[src/sv/psp_pkg.sv]
package psp_pkg;

  // Per-item control that travels down the pipeline beside the data
  typedef struct packed {
    logic valid;
    logic on_segment;
    logic degenerate;
  } flags_t;

endpackage

[src/sv/psp_div_step.sv]
module psp_div_step #(
  parameter int COORD_WIDTH = 32,
  parameter int REM_WIDTH   = 2 * COORD_WIDTH + 3,
  parameter int T_FRAC_BITS = 32
) (
  input  logic                            clk,
  input  logic                            rst,
  input  logic                            en,
  input  psp_pkg::flags_t                 flags_in,
  input  logic [REM_WIDTH-1:0]            rem_in,
  input  logic [REM_WIDTH-1:0]            den_in,
  input  logic [T_FRAC_BITS-1:0]          t_in,
  input  logic signed [COORD_WIDTH:0]     d_in [3],
  input  logic [COORD_WIDTH-1:0]          a_in [3],
  output psp_pkg::flags_t                 flags,
  output logic [REM_WIDTH-1:0]            rem,
  output logic [REM_WIDTH-1:0]            den,
  output logic [T_FRAC_BITS-1:0]          t,
  output logic signed [COORD_WIDTH:0]     d_out [3],
  output logic [COORD_WIDTH-1:0]          a_out [3]
);
  import psp_pkg::*;

  logic [REM_WIDTH-1:0] shifted;
  logic                 fits;

  // One restoring quotient bit
  always_comb begin
    shifted = {rem_in[REM_WIDTH-2:0], 1'b0};
    fits    = (shifted >= den_in);
  end

  // Advance the valid bit and the data
  always_ff @(posedge clk) begin
    if (rst) begin
      flags.valid <= 1'b0;
    end else if (en) begin
      flags.valid <= flags_in.valid;
    end
    if (en) begin
      flags.on_segment <= flags_in.on_segment;
      flags.degenerate <= flags_in.degenerate;
      rem   <= fits ? shifted - den_in : shifted;
      den   <= den_in;
      t     <= {t_in[T_FRAC_BITS-2:0], fits};
      d_out <= d_in;
      a_out <= a_in;
    end
  end
endmodule

[config.mk]
export PLATFORM = sky130hd
export DESIGN_NAME = psp_div_step
export DESIGN_NICKNAME = d
export VERILOG_FILES = /design/src/sv/psp_pkg.sv /design/src/sv/psp_div_step.sv
export SDC_FILE = /design/constraint.sdc
export NUM_CORES = 1
export LEC_CHECK = 0
export BUFFER_PORTS_ARGS = -buffer_cell sky130_fd_sc_hd__buf_2
export CORE_AREA = 2 2 283 285
export CTS_BUF_LIST = sky130_fd_sc_hd__clkbuf_2
export DETAILED_ROUTE_END_ITERATION = 8
export DIE_AREA = 0 0 285 287
export GPL_TIMING_DRIVEN = 0
export HOLD_SLACK_MARGIN = 0.08
export PLACE_DENSITY = 0.5
export SYNTH_ARGS = -nofsm -noshare
export SYNTH_HDL_FRONTEND = slang
export SYNTH_SLANG_ARGS = --single-unit
[constraint.sdc]
create_clock -name clk -period 4 [get_ports clk]
set_input_delay 0.6 -clock clk [delete_from_list [all_inputs] [get_ports clk]]
set_output_delay 0.6 -clock clk [all_outputs]
set_load 0.03 [all_outputs]
==> results by group, run 1 <==
Run status
  – Status: stopped before the end
  – Tool error: [ERROR RSZ-0060] Max buffer count reached.
  – Stopped at: clock tree synthesis

Placement
  – Placed Cells: 2949
  – Placed cell area: 0.0214 mm^2
  – DP Worst Slack: -1130 ps
  – DP HPWL: 51100 um
  – Port-buffer cells: 728
  – GP Congestion: 0.879

Synth
  – Synth top area share: 66.6%
  – Ys Warns: 0
  – Register bit total from synthesis: 364
  – Syn_nets: 1603
  – Post-synthesis sequential area ratio: 66.8%
  – Syn Inst Count: 1168
  – Top post-synthesis cells by area: edfxtp_1 (67%), ha_1 (5.1%), a21oi_1 (2.6%), mux2_1 (2.4%), xnor2_1 (2.2%)
  – Mapped cell area: 0.0164 mm^2
  – Asr flop ratio synth: 0%
  – Post-synth EDFFs: 363
  – Ys flop type: edfxtp_1
  – Syn Area/Cell: 14.0 um^2
  – Distinct cells, synth: 71
  – Synth area leader: edfxtp_1

Floorplan
  – Die Ht: 287 um
  – Chip Width: 285 um
  – Starting Density: 20.8%
  – IO Pins: 731
  – Site Rows: 103

Clock network
  – # H-tree levels: 3
  – CTS Buf Count: 101
  – Clock root cell: clkbuf_2
  – Resized Gates After CTS: 0
  – Clk sink count: 364
  – Worst-case clock buffer depth: 3
  – Post-CTS Hold Fix Bufs: 625
  – Post-CTS Setup Bufs: 0
kinds of logic after synthesis:
| kind of cell | count (synthesis) | synth area share, % |
|---|---|---|
| fa+ha+maj | 68 | 5.25 |
| buf+inv | 130 | 3.39 |
| compound gates | 260 | 10.4 |
| mux | 56 | 3.84 |
| xor+xnor | 61 | 3.27 |
| flops | 364 | 66.8 |
| simple gates | 229 | 7.10 |
synth_stat cells, types with 4 or more instances:
cell type	number
o211ai_1	11
inv_1	79
xnor2_1	41
o21ai_0	42
buf_2	13
o21a_1	6
mux2_2	19
nand4_1	30
edfxtp_1	363
nor2b_1	5
xor2_1	20
o21bai_1	14
a211oi_1	5
nor3_1	23
a221oi_1	4
a21oi_1	86
and3_1	8
ha_1	67
clkbuf_1	29
and4_1	5
mux2_1	35
buf_6	6
and2_1	6
a31oi_1	9
nand2b_1	6
a21o_1	44
o31ai_1	5
or3_1	4
nand2_1	64
nor4_1	9
nor2_1	42
nand3_1	13
stage by stage:
step           util (%)  hold slack, ps  setup TNS (ps)
2_1_floorplan         -             630               0
3_3_place_gp       27.1             493        -1163450
3_5_place_dp       27.2             487          -64780
==> inputs of run 2 (changes only) <==
--- a/config.mk
+++ b/config.mk
@@ -7,12 +7,10 @@
 export LEC_CHECK = 0
 export BUFFER_PORTS_ARGS = -buffer_cell sky130_fd_sc_hd__buf_2
 export CORE_AREA = 2 2 283 285
-export CTS_BUF_LIST = sky130_fd_sc_hd__clkbuf_2
 export DETAILED_ROUTE_END_ITERATION = 8
 export DIE_AREA = 0 0 285 287
 export GPL_TIMING_DRIVEN = 0
-export HOLD_SLACK_MARGIN = 0.08
-export PLACE_DENSITY = 0.5
+export PLACE_DENSITY_LB_ADDON = 0.15
 export SYNTH_ARGS = -nofsm -noshare
 export SYNTH_HDL_FRONTEND = slang
 export SYNTH_SLANG_ARGS = --single-unit
==> run 2 against run 1 <==
The run now ends clean. Synthesized cell count unchanged. Area after synthesis is the same.
==> results by group, run 2 <==
Run status
  – Status: completed

Synth
  – Top-count cell post-synth: edfxtp_1
  – Post-synth EDFFs: 363 (unchanged)
  – Ys flop type: edfxtp_1
  – Synth top cells by count: edfxtp_1 (363), a21oi_1 (86), inv_1 (79)
  – Top post-synthesis cells by area: edfxtp_1 (67%), ha_1 (5.1%), a21oi_1 (2.6%), mux2_1 (2.4%), xnor2_1 (2.2%)
  – Asr flop ratio synth: 0% (unchanged)
  – Post-synthesis sequential area ratio: 66.8% (unchanged)
  – Mux share of post-synthesis cell area: 3.84% (unchanged)
  – Post-synthesis compound-gate area fraction: 10.4% (unchanged)
  – Post-synthesis xor/xnor area fraction: 3.27% (unchanged)
  – Post-Synth Simple-Gate Area: 7.10% (unchanged)
  – Mapped cell area: 0.0164 mm^2 (unchanged)
  – Synth area leader: edfxtp_1
  – Register bit total from synthesis: 364 (unchanged)
  – Syn Area/Cell: 14.0 um^2 (unchanged)
  – Ys Warns: 0 (unchanged)
  – Syn_nets: 1603 (unchanged)
  – Distinct cells, synth: 71 (unchanged)
  – Adder-cell share of the synthesized area: 5.25% (unchanged)
  – Largest family of logic cells by synthesized area: compound AO/OA/AOI/OAI gates
  – Syn Inst Count: 1168 (unchanged)
  – Synth top area share: 66.6% (unchanged)

Clock network
  – Clock root cell: clkbuf_16
  – Clk sink count: 364 (unchanged)
  – Reg clk slew, reported paths: 60 ps
  – CTS Buf Count: 44 (-56%)
  – # H-tree levels: 2 (-1)
  – Post-CTS Hold Fix Bufs: 0 (-100%)
  – Clock latency on the worst-skew pair: 560 ps
  – Worst-case clock buffer depth: 3 (unchanged)
  – CTS tree: yes

Critical path
  – Worst reg-to-reg setup slack: 3410 ps
  – CP Capture Type: register
  – CP required: 4320 ps
  – R2r worst-path depth: 2
  – Worst Path Class, Setup: in2reg
  – CP Launch Type: primary input
  – Reg-to-Reg End: flags[2]
  – WP data arrival: 4160 ps
  – Worst R2R Start: flags[2]
  – Largest fanout on the critical path: 10

GRT
  – GR Util All Layers: 14.9%
  – Antenna violations before repair: 18
  – Grt ovf: 0
  – Global-route wire length before repair: 89800 um
  – Largest net degree at the start of global routing: 122
  – Vias in the first global route: 13200

Worst hold path
  – WHS Path Cells: 2
  – Hold path startpoint: rst
  – Hold Crit Class: in2reg
  – Hold EP: flags[2]

Power and ir drop
  – Clock share of power: 35.9%
  – LEAKAGE: 0.00977 uW
  – Internal: 7700 uW
  – Sw power: 3420 uW
  – Peak supply drop: 0.262 mV
  – Pwr Total: 11100 uW
  – Sequential share of power: 42.2%
  – PwrDens: 485 mW/mm^2
  – Combinational power share: 22.0%
  – Sw Ratio: 30.7%

Timing
  – Crit path setup slack, layout: 169 ps
  – Max frequency: 261 MHz
  – Final hold vios: 0
  – Tmin final: 3830 ps
  – TNS Setup: 0 ps
  – Final setup viols: 0
  – Rel. slew slack: 22.9%
  – Max-slew violations: 0
  – Clock Skew: 0 ps
  – Fin crit share: 95.8%
  – RSZ-0062 raised after global routing: no
  – Measured slew at the worst slew-check pin: 1150 ps

Floorplan
  – Chip Width: 285 um (unchanged)
  – Site Rows: 103 (unchanged)
  – IO Pins: 731 (unchanged)
  – Die footprint: 0.0818 mm^2
  – Core ar.: 0.0786 mm^2
  – Die Ht: 287 um (unchanged)
  – Starting Density: 20.8% (unchanged)

Routing
  – Total number of vias: 12600
  – DR DRC count: 0
  – Final antenna-violating net count: 0
  – Initial DRC count: 657
  – Routed length per placed instance: 21.1 um
  – Drt first pass iters: 5
  – Routed WL: 63900 um
  – Vias/cell: 4.17

Cells and area
  – Final std cells w/o fill: 3032
  – Layout Nets: 2382
  – Final Cell Area: 0.0229 mm^2
  – Most common cell after layout, fill and taps aside: buf_2
  – Layout area overhead: 40.1%
  – Most flop-heavy register: d_out
  – Top Registers: d_out: 99 flops, a_out: 96 flops
  – Max reg flops: 99
  – Most frequent cells in the layout: buf_2 (740), edfxtp_1 (363), a21oi_1 (82), inv_1 (79), ha_1 (67)
  – Share of cells above drive strength 1: 43.6%

Placement
  – Placed Cells: 2949 (unchanged)
  – Placed cell area: 0.0214 mm^2 (unchanged)
  – Port-buffer cells: 728 (unchanged)
  – GP Congestion: 0.846 (-3.8%)
  – DP HPWL: 52100 um (+2.0%)
  – DP Worst Slack: -1140 ps (-8.29 ps)

Job
  – # Max-Cap Violations: 0
-- run 2: cell counts after synthesis --
No cell type changed its count.
-- run 2: logic make-up after synthesis --
| logic type | Yosys count |
|---|---|
| muxes | 56 |
| adders and majority gates | 68 |
| buffers and inverters | 130 |
| and+or+nand+nor | 229 |
| xor gates and xnor gates | 61 |
| DFF | 364 |
| AOI/OAI and AO/OA | 260 |
-- run 2: per-stage QoR --
| stage | hold WS (ps) | util [%] |
|---|---|---|
| after floorplan | 630 | - |
| after global placement | 488 | 27.1 |
| after detailed placement | 504 | 27.2 |
| after CTS | 129 | 29.1 |
| after global routing | 145 | 29.2 |
| final | 189 | 29.2 |
-- run 2: repair_timing --
| item | 4_1_cts | 5_1_grt |
|---|---|---|
| resized for setup | 11 | 6 |
| setup endpoints to repair | 67 | 50 |
| pin swaps | 2 | 3 |
| buffers inserted | 1 | 2 |
-- run 2: power by group through the flow --
stage	clock (uW)	sequential (uW)	combinational [uW]
after floorplan	0	5490	760
after global placement	0	4810	2450
after detailed placement	0	4770	2460
after CTS	4150	4690	2480
after global routing	4280	4720	2630
final	3990	4690	2440
-- run 2: final cells by class --
cell class                      instances  area [um^2]
Antenna cell                            2         5.00
Buffer                                 49          251
Clock buffer                           51         1150
Clock inverter                         28          269
Fill cell                            8276        55700
Inverter                               80          300
Multi-Input combinational cell        674         4950
Sequential cell                       364        10900
Tap cell                             1050         1310
Timing Repair Buffer                  734         3760
-- run 2: how the worst max path moves through the flow --
stage | endpoint | cells past startpoint | start | slack (ps)
floorplan | rem[40] | 15 | den_in[32] | 470
global placement | a_out[42] | 1 | en | -3230
detailed placement | rem[46] | 16 | den_in[6] | -1140
CTS | rem[11] | 16 | den_in[29] | 20
global route | rem[65] | 13 | den_in[29] | 9
finish | rem[62] | 15 | den_in[6] | 170
-- run 2: metal layers --
layer	global-route usage, %	vias to the layer above	wire length [um]
met1	15.5	6007	23100
met5	0	-	118
li1	-	6004	-
met2	28.1	480	33800
met3	4.72	122	4930
met4	4.93	16	2010
-- run 2: critical path, stage by stage --
cell	delay, ps
buf_2	90
inv_1	40
ha_1	450
a21oi_2	320
o21ai_0	220
o2111ai_2	360
a211oi_4	150
nor3_4	390
o21ai_4	140
and3_4	190
nor2_2	320
inv_2	120
buf_6	210
buf_6	180
mux2_1	330
(Power assumes the default switching activity.)
==> inputs of run 3 (changes only) <==
==> constraint.sdc (replaced) <==
create_clock -name clk -period 4 [get_ports clk]
set_input_delay 0.4 -clock clk [delete_from_list [all_inputs] [get_ports clk]]
set_output_delay 0.4 -clock clk [all_outputs]
set_load 0.03 [all_outputs]
==> run 3 against run 2 <==
Count of clock-buffer cells in the layout did not move. Combinational power grew 9.4%. Non-clock buffer count rose by 284. Core utilization is 3.6 points higher. Highest routed layer unchanged.
==> results by group, run 3 (synthesis gave the netlist of run 2 again) <==
Clock network
  – Post-CTS Setup Bufs: 0 (-1)
  – CTS tree: yes
  – Worst-case clock buffer depth: 3 (unchanged)
  – Clock latency on the worst-skew pair: 570 ps (about the same)
  – Clock root cell: clkbuf_16
  – Reg clk slew, reported paths: 60 ps (about the same)
  – CTS Buf Count: 44 (unchanged)
  – # H-tree levels: 2 (unchanged)
  – Clk sink count: 364 (unchanged)

Timing
  – Final hold vios: 0 (unchanged)
  – Crit path setup slack, layout: 173 ps (+3.87 ps)
  – Final setup viols: 0 (unchanged)
  – RSZ-0062 raised after global routing: no
  – Max frequency: 261 MHz (+0.10%)
  – Measured slew at the worst slew-check pin: 1170 ps (+21.1 ps)
  – Fin crit share: 95.7% (-0.097 points)
  – Tmin final: 3830 ps (-3.87 ps)
  – Rel. slew slack: 21.4% (-1.4 points)
  – Max-slew violations: 0 (unchanged)
  – Clock Skew: 0 ps (unchanged)
  – Hold_ws: 54.0 ps (-135 ps)

Routing
  – Total number of vias: 13800 (+9.1%)
  – Initial DRC count: 624 (-5.0%)
  – Routed length per placed instance: 19.9 um (-5.6%)
  – Drt first pass iters: 5 (unchanged)
  – DR DRC count: 0 (unchanged)
  – Routed WL: 66000 um (+3.2%)
  – Final antenna-violating net count: 0 (unchanged)
  – Vias/cell: 4.16 (-0.24%)

GRT
  – Antenna violations before repair: 10 (-8)
  – Global-route wire length before repair: 94100 um (+4.8%)
  – Vias in the first global route: 14600 (+10%)
  – Grt ovf: 0 (unchanged)
  – GR Util All Layers: 15.4% (+0.49 points)
  – Largest net degree at the start of global routing: 122 (unchanged)

Worst hold path
  – WHS Path Cells: 1 (-1)
  – Hold path startpoint: den_in[7]
  – Hold Crit Class: in2reg
  – Hold EP: den[7]

Cells and area
  – FILL cells: 8085 (-2.3%)
  – Max reg flops: 99 (unchanged)
  – Most frequent cells in the layout: buf_2 (740), edfxtp_1 (363), dlygate4sd3_1 (287), a21oi_1 (83), inv_1 (79)
  – Layout Nets: 2666 (+12%)
  – Layout area overhead: 57.3%
  – Multi-input logic area: 0.00492 mm^2 (-0.61%)
  – Most common cell after layout, fill and taps aside: buf_2
  – Share of cells above drive strength 1: 37.7% (-5.9 points)
  – Reg area: 0.0109 mm^2 (unchanged)
  – Most flop-heavy register: d_out
  – Top Registers: d_out: 99 flops, a_out: 96 flops

Placement
  – DP HPWL: 52100 um (unchanged)
  – GP Congestion: 0.846 (unchanged)
  – DP Worst Slack: -939 ps (+200 ps)
  – Port-buffer cells: 728 (unchanged)

Power and ir drop
  – PwrDens: 441 mW/mm^2 (-9.0%)
  – Peak supply drop: 0.252 mV (-3.9%)
  – LEAKAGE: 0.0109 uW (+12%)

Critical path
  – Worst Path Class, Setup: in2reg
  – Critical-path cell list: buf_2 -> inv_1 -> ha_1 -> buf_2 -> and3_1 -> nand2_1 -> or4_1 -> a211oi_4 -> nor3_4 -> o21ai_4 -> and3_4 -> nor2_2 -> inv_2 -> buf_6 -> buf_6 -> buf_4 -> a21oi_1
  – Slowest-stage cell, CP: or4_1
  – Beginning of the critical path: den_in[32]
  – CP required: 4320 ps (about the same)
  – Reg-to-Reg End: flags[2]
  – Largest fanout on the critical path: 10 (unchanged)
  – Worst R2R Start: flags[2]
  – CP Launch Type: primary input
  – Slowest cell delay on critical path: 640 ps (+190 ps)
  – WP data arrival: 4150 ps (about the same)
  – CP Capture Type: register
  – Worst reg-to-reg setup slack: 3410 ps (about the same)
  – R2r worst-path depth: 2 (unchanged)

Floorplan
  – Die Ht: 287 um (unchanged)
  – Core ar.: 0.0786 mm^2 (unchanged)
  – Chip Width: 285 um (unchanged)
  – Die footprint: 0.0818 mm^2 (unchanged)
  – Starting Density: 20.8% (unchanged)
  – IO Pins: 731 (unchanged)
  – Site Rows: 103 (unchanged)

Run status
  – Status: completed

Job
  – # Max-Cap Violations: 0 (unchanged)
run 3: cell count changes in the layout (fill, tap and decap cells not counted), sizes merged:
| cell | before | now |
|---|---|---|
| diode | 2 | 1 |
| dlygate4sd3 | 0 | 287 |
| buf | 754 | 751 |
run 3: cell type report:
type | instances | area share [%]
Antenna cell | 1 | 0.00972
Buffer | 49 | 0.977
Clock buffer | 51 | 4.46
Clock inverter | 28 | 1.05
Inverter | 80 | 1.17
Multi-Input combinational cell | 674 | 19.1
Sequential cell | 364 | 42.4
Tap cell | 1050 | 5.10
Timing Repair Buffer | 1018 | 25.7
run 3: worst max-delay path, delay by kind of cell:
family | cells | cell delay, ps
simple gates | 6 | 1520
buf+inv | 7 | 1140
compound gates | 3 | 800
fa+ha+maj | 1 | 250
run 3: worst max-delay path by stage:
stage | cells after the start | endpoint
6_report | 17 | rem[52]
4_1_cts | 17 | rem[11]
5_1_grt | 16 | rem[62]
3_5_place_dp | 16 | rem[46]
2_1_floorplan | 15 | rem[40]
3_3_place_gp | 1 | a_out[42]
run 3: stage by stage:
stage	setup TNS, ps	std cells	cell area (um^2)	total power [uW]	utilization [%]
floorplan	0	1168	16400	6250	-
global placement	-1135070	2946	21300	7260	27.1
CTS	0	3314	25700	11500	32.7
finish	0	3315	25700	11400	32.7
detailed placement	-57240	2949	21400	7220	27.2
global route	0	3315	25700	11900	32.7
run 3: power breakdown:
group	internal (uW)	leakage, uW	switching (uW)
clock	2330	0.000693	1670
combinational	947	0.00669	1730
sequential	4610	0.00356	80.9
run 3: repair_timing:
| action | in CTS | in global routing |
|---|---|---|
| pin swaps | 1 | 1 |
| setup endpoints to repair | 66 | 47 |
| hold buffers | 287 | 0 |
| gates resized for setup | 4 | 7 |
| hold endpoints to repair | 287 | 0 |
run 3: per-layer routing:
metal  vias to the layer above  routed length [um]  GRT usage (%)
met3                       113                4390           4.19
li1                       6571                   -              -
met5                         -                  70              0
met4                        10                2220           5.30
met2                       478               34700           29.0
met1                      6603               24600           16.4
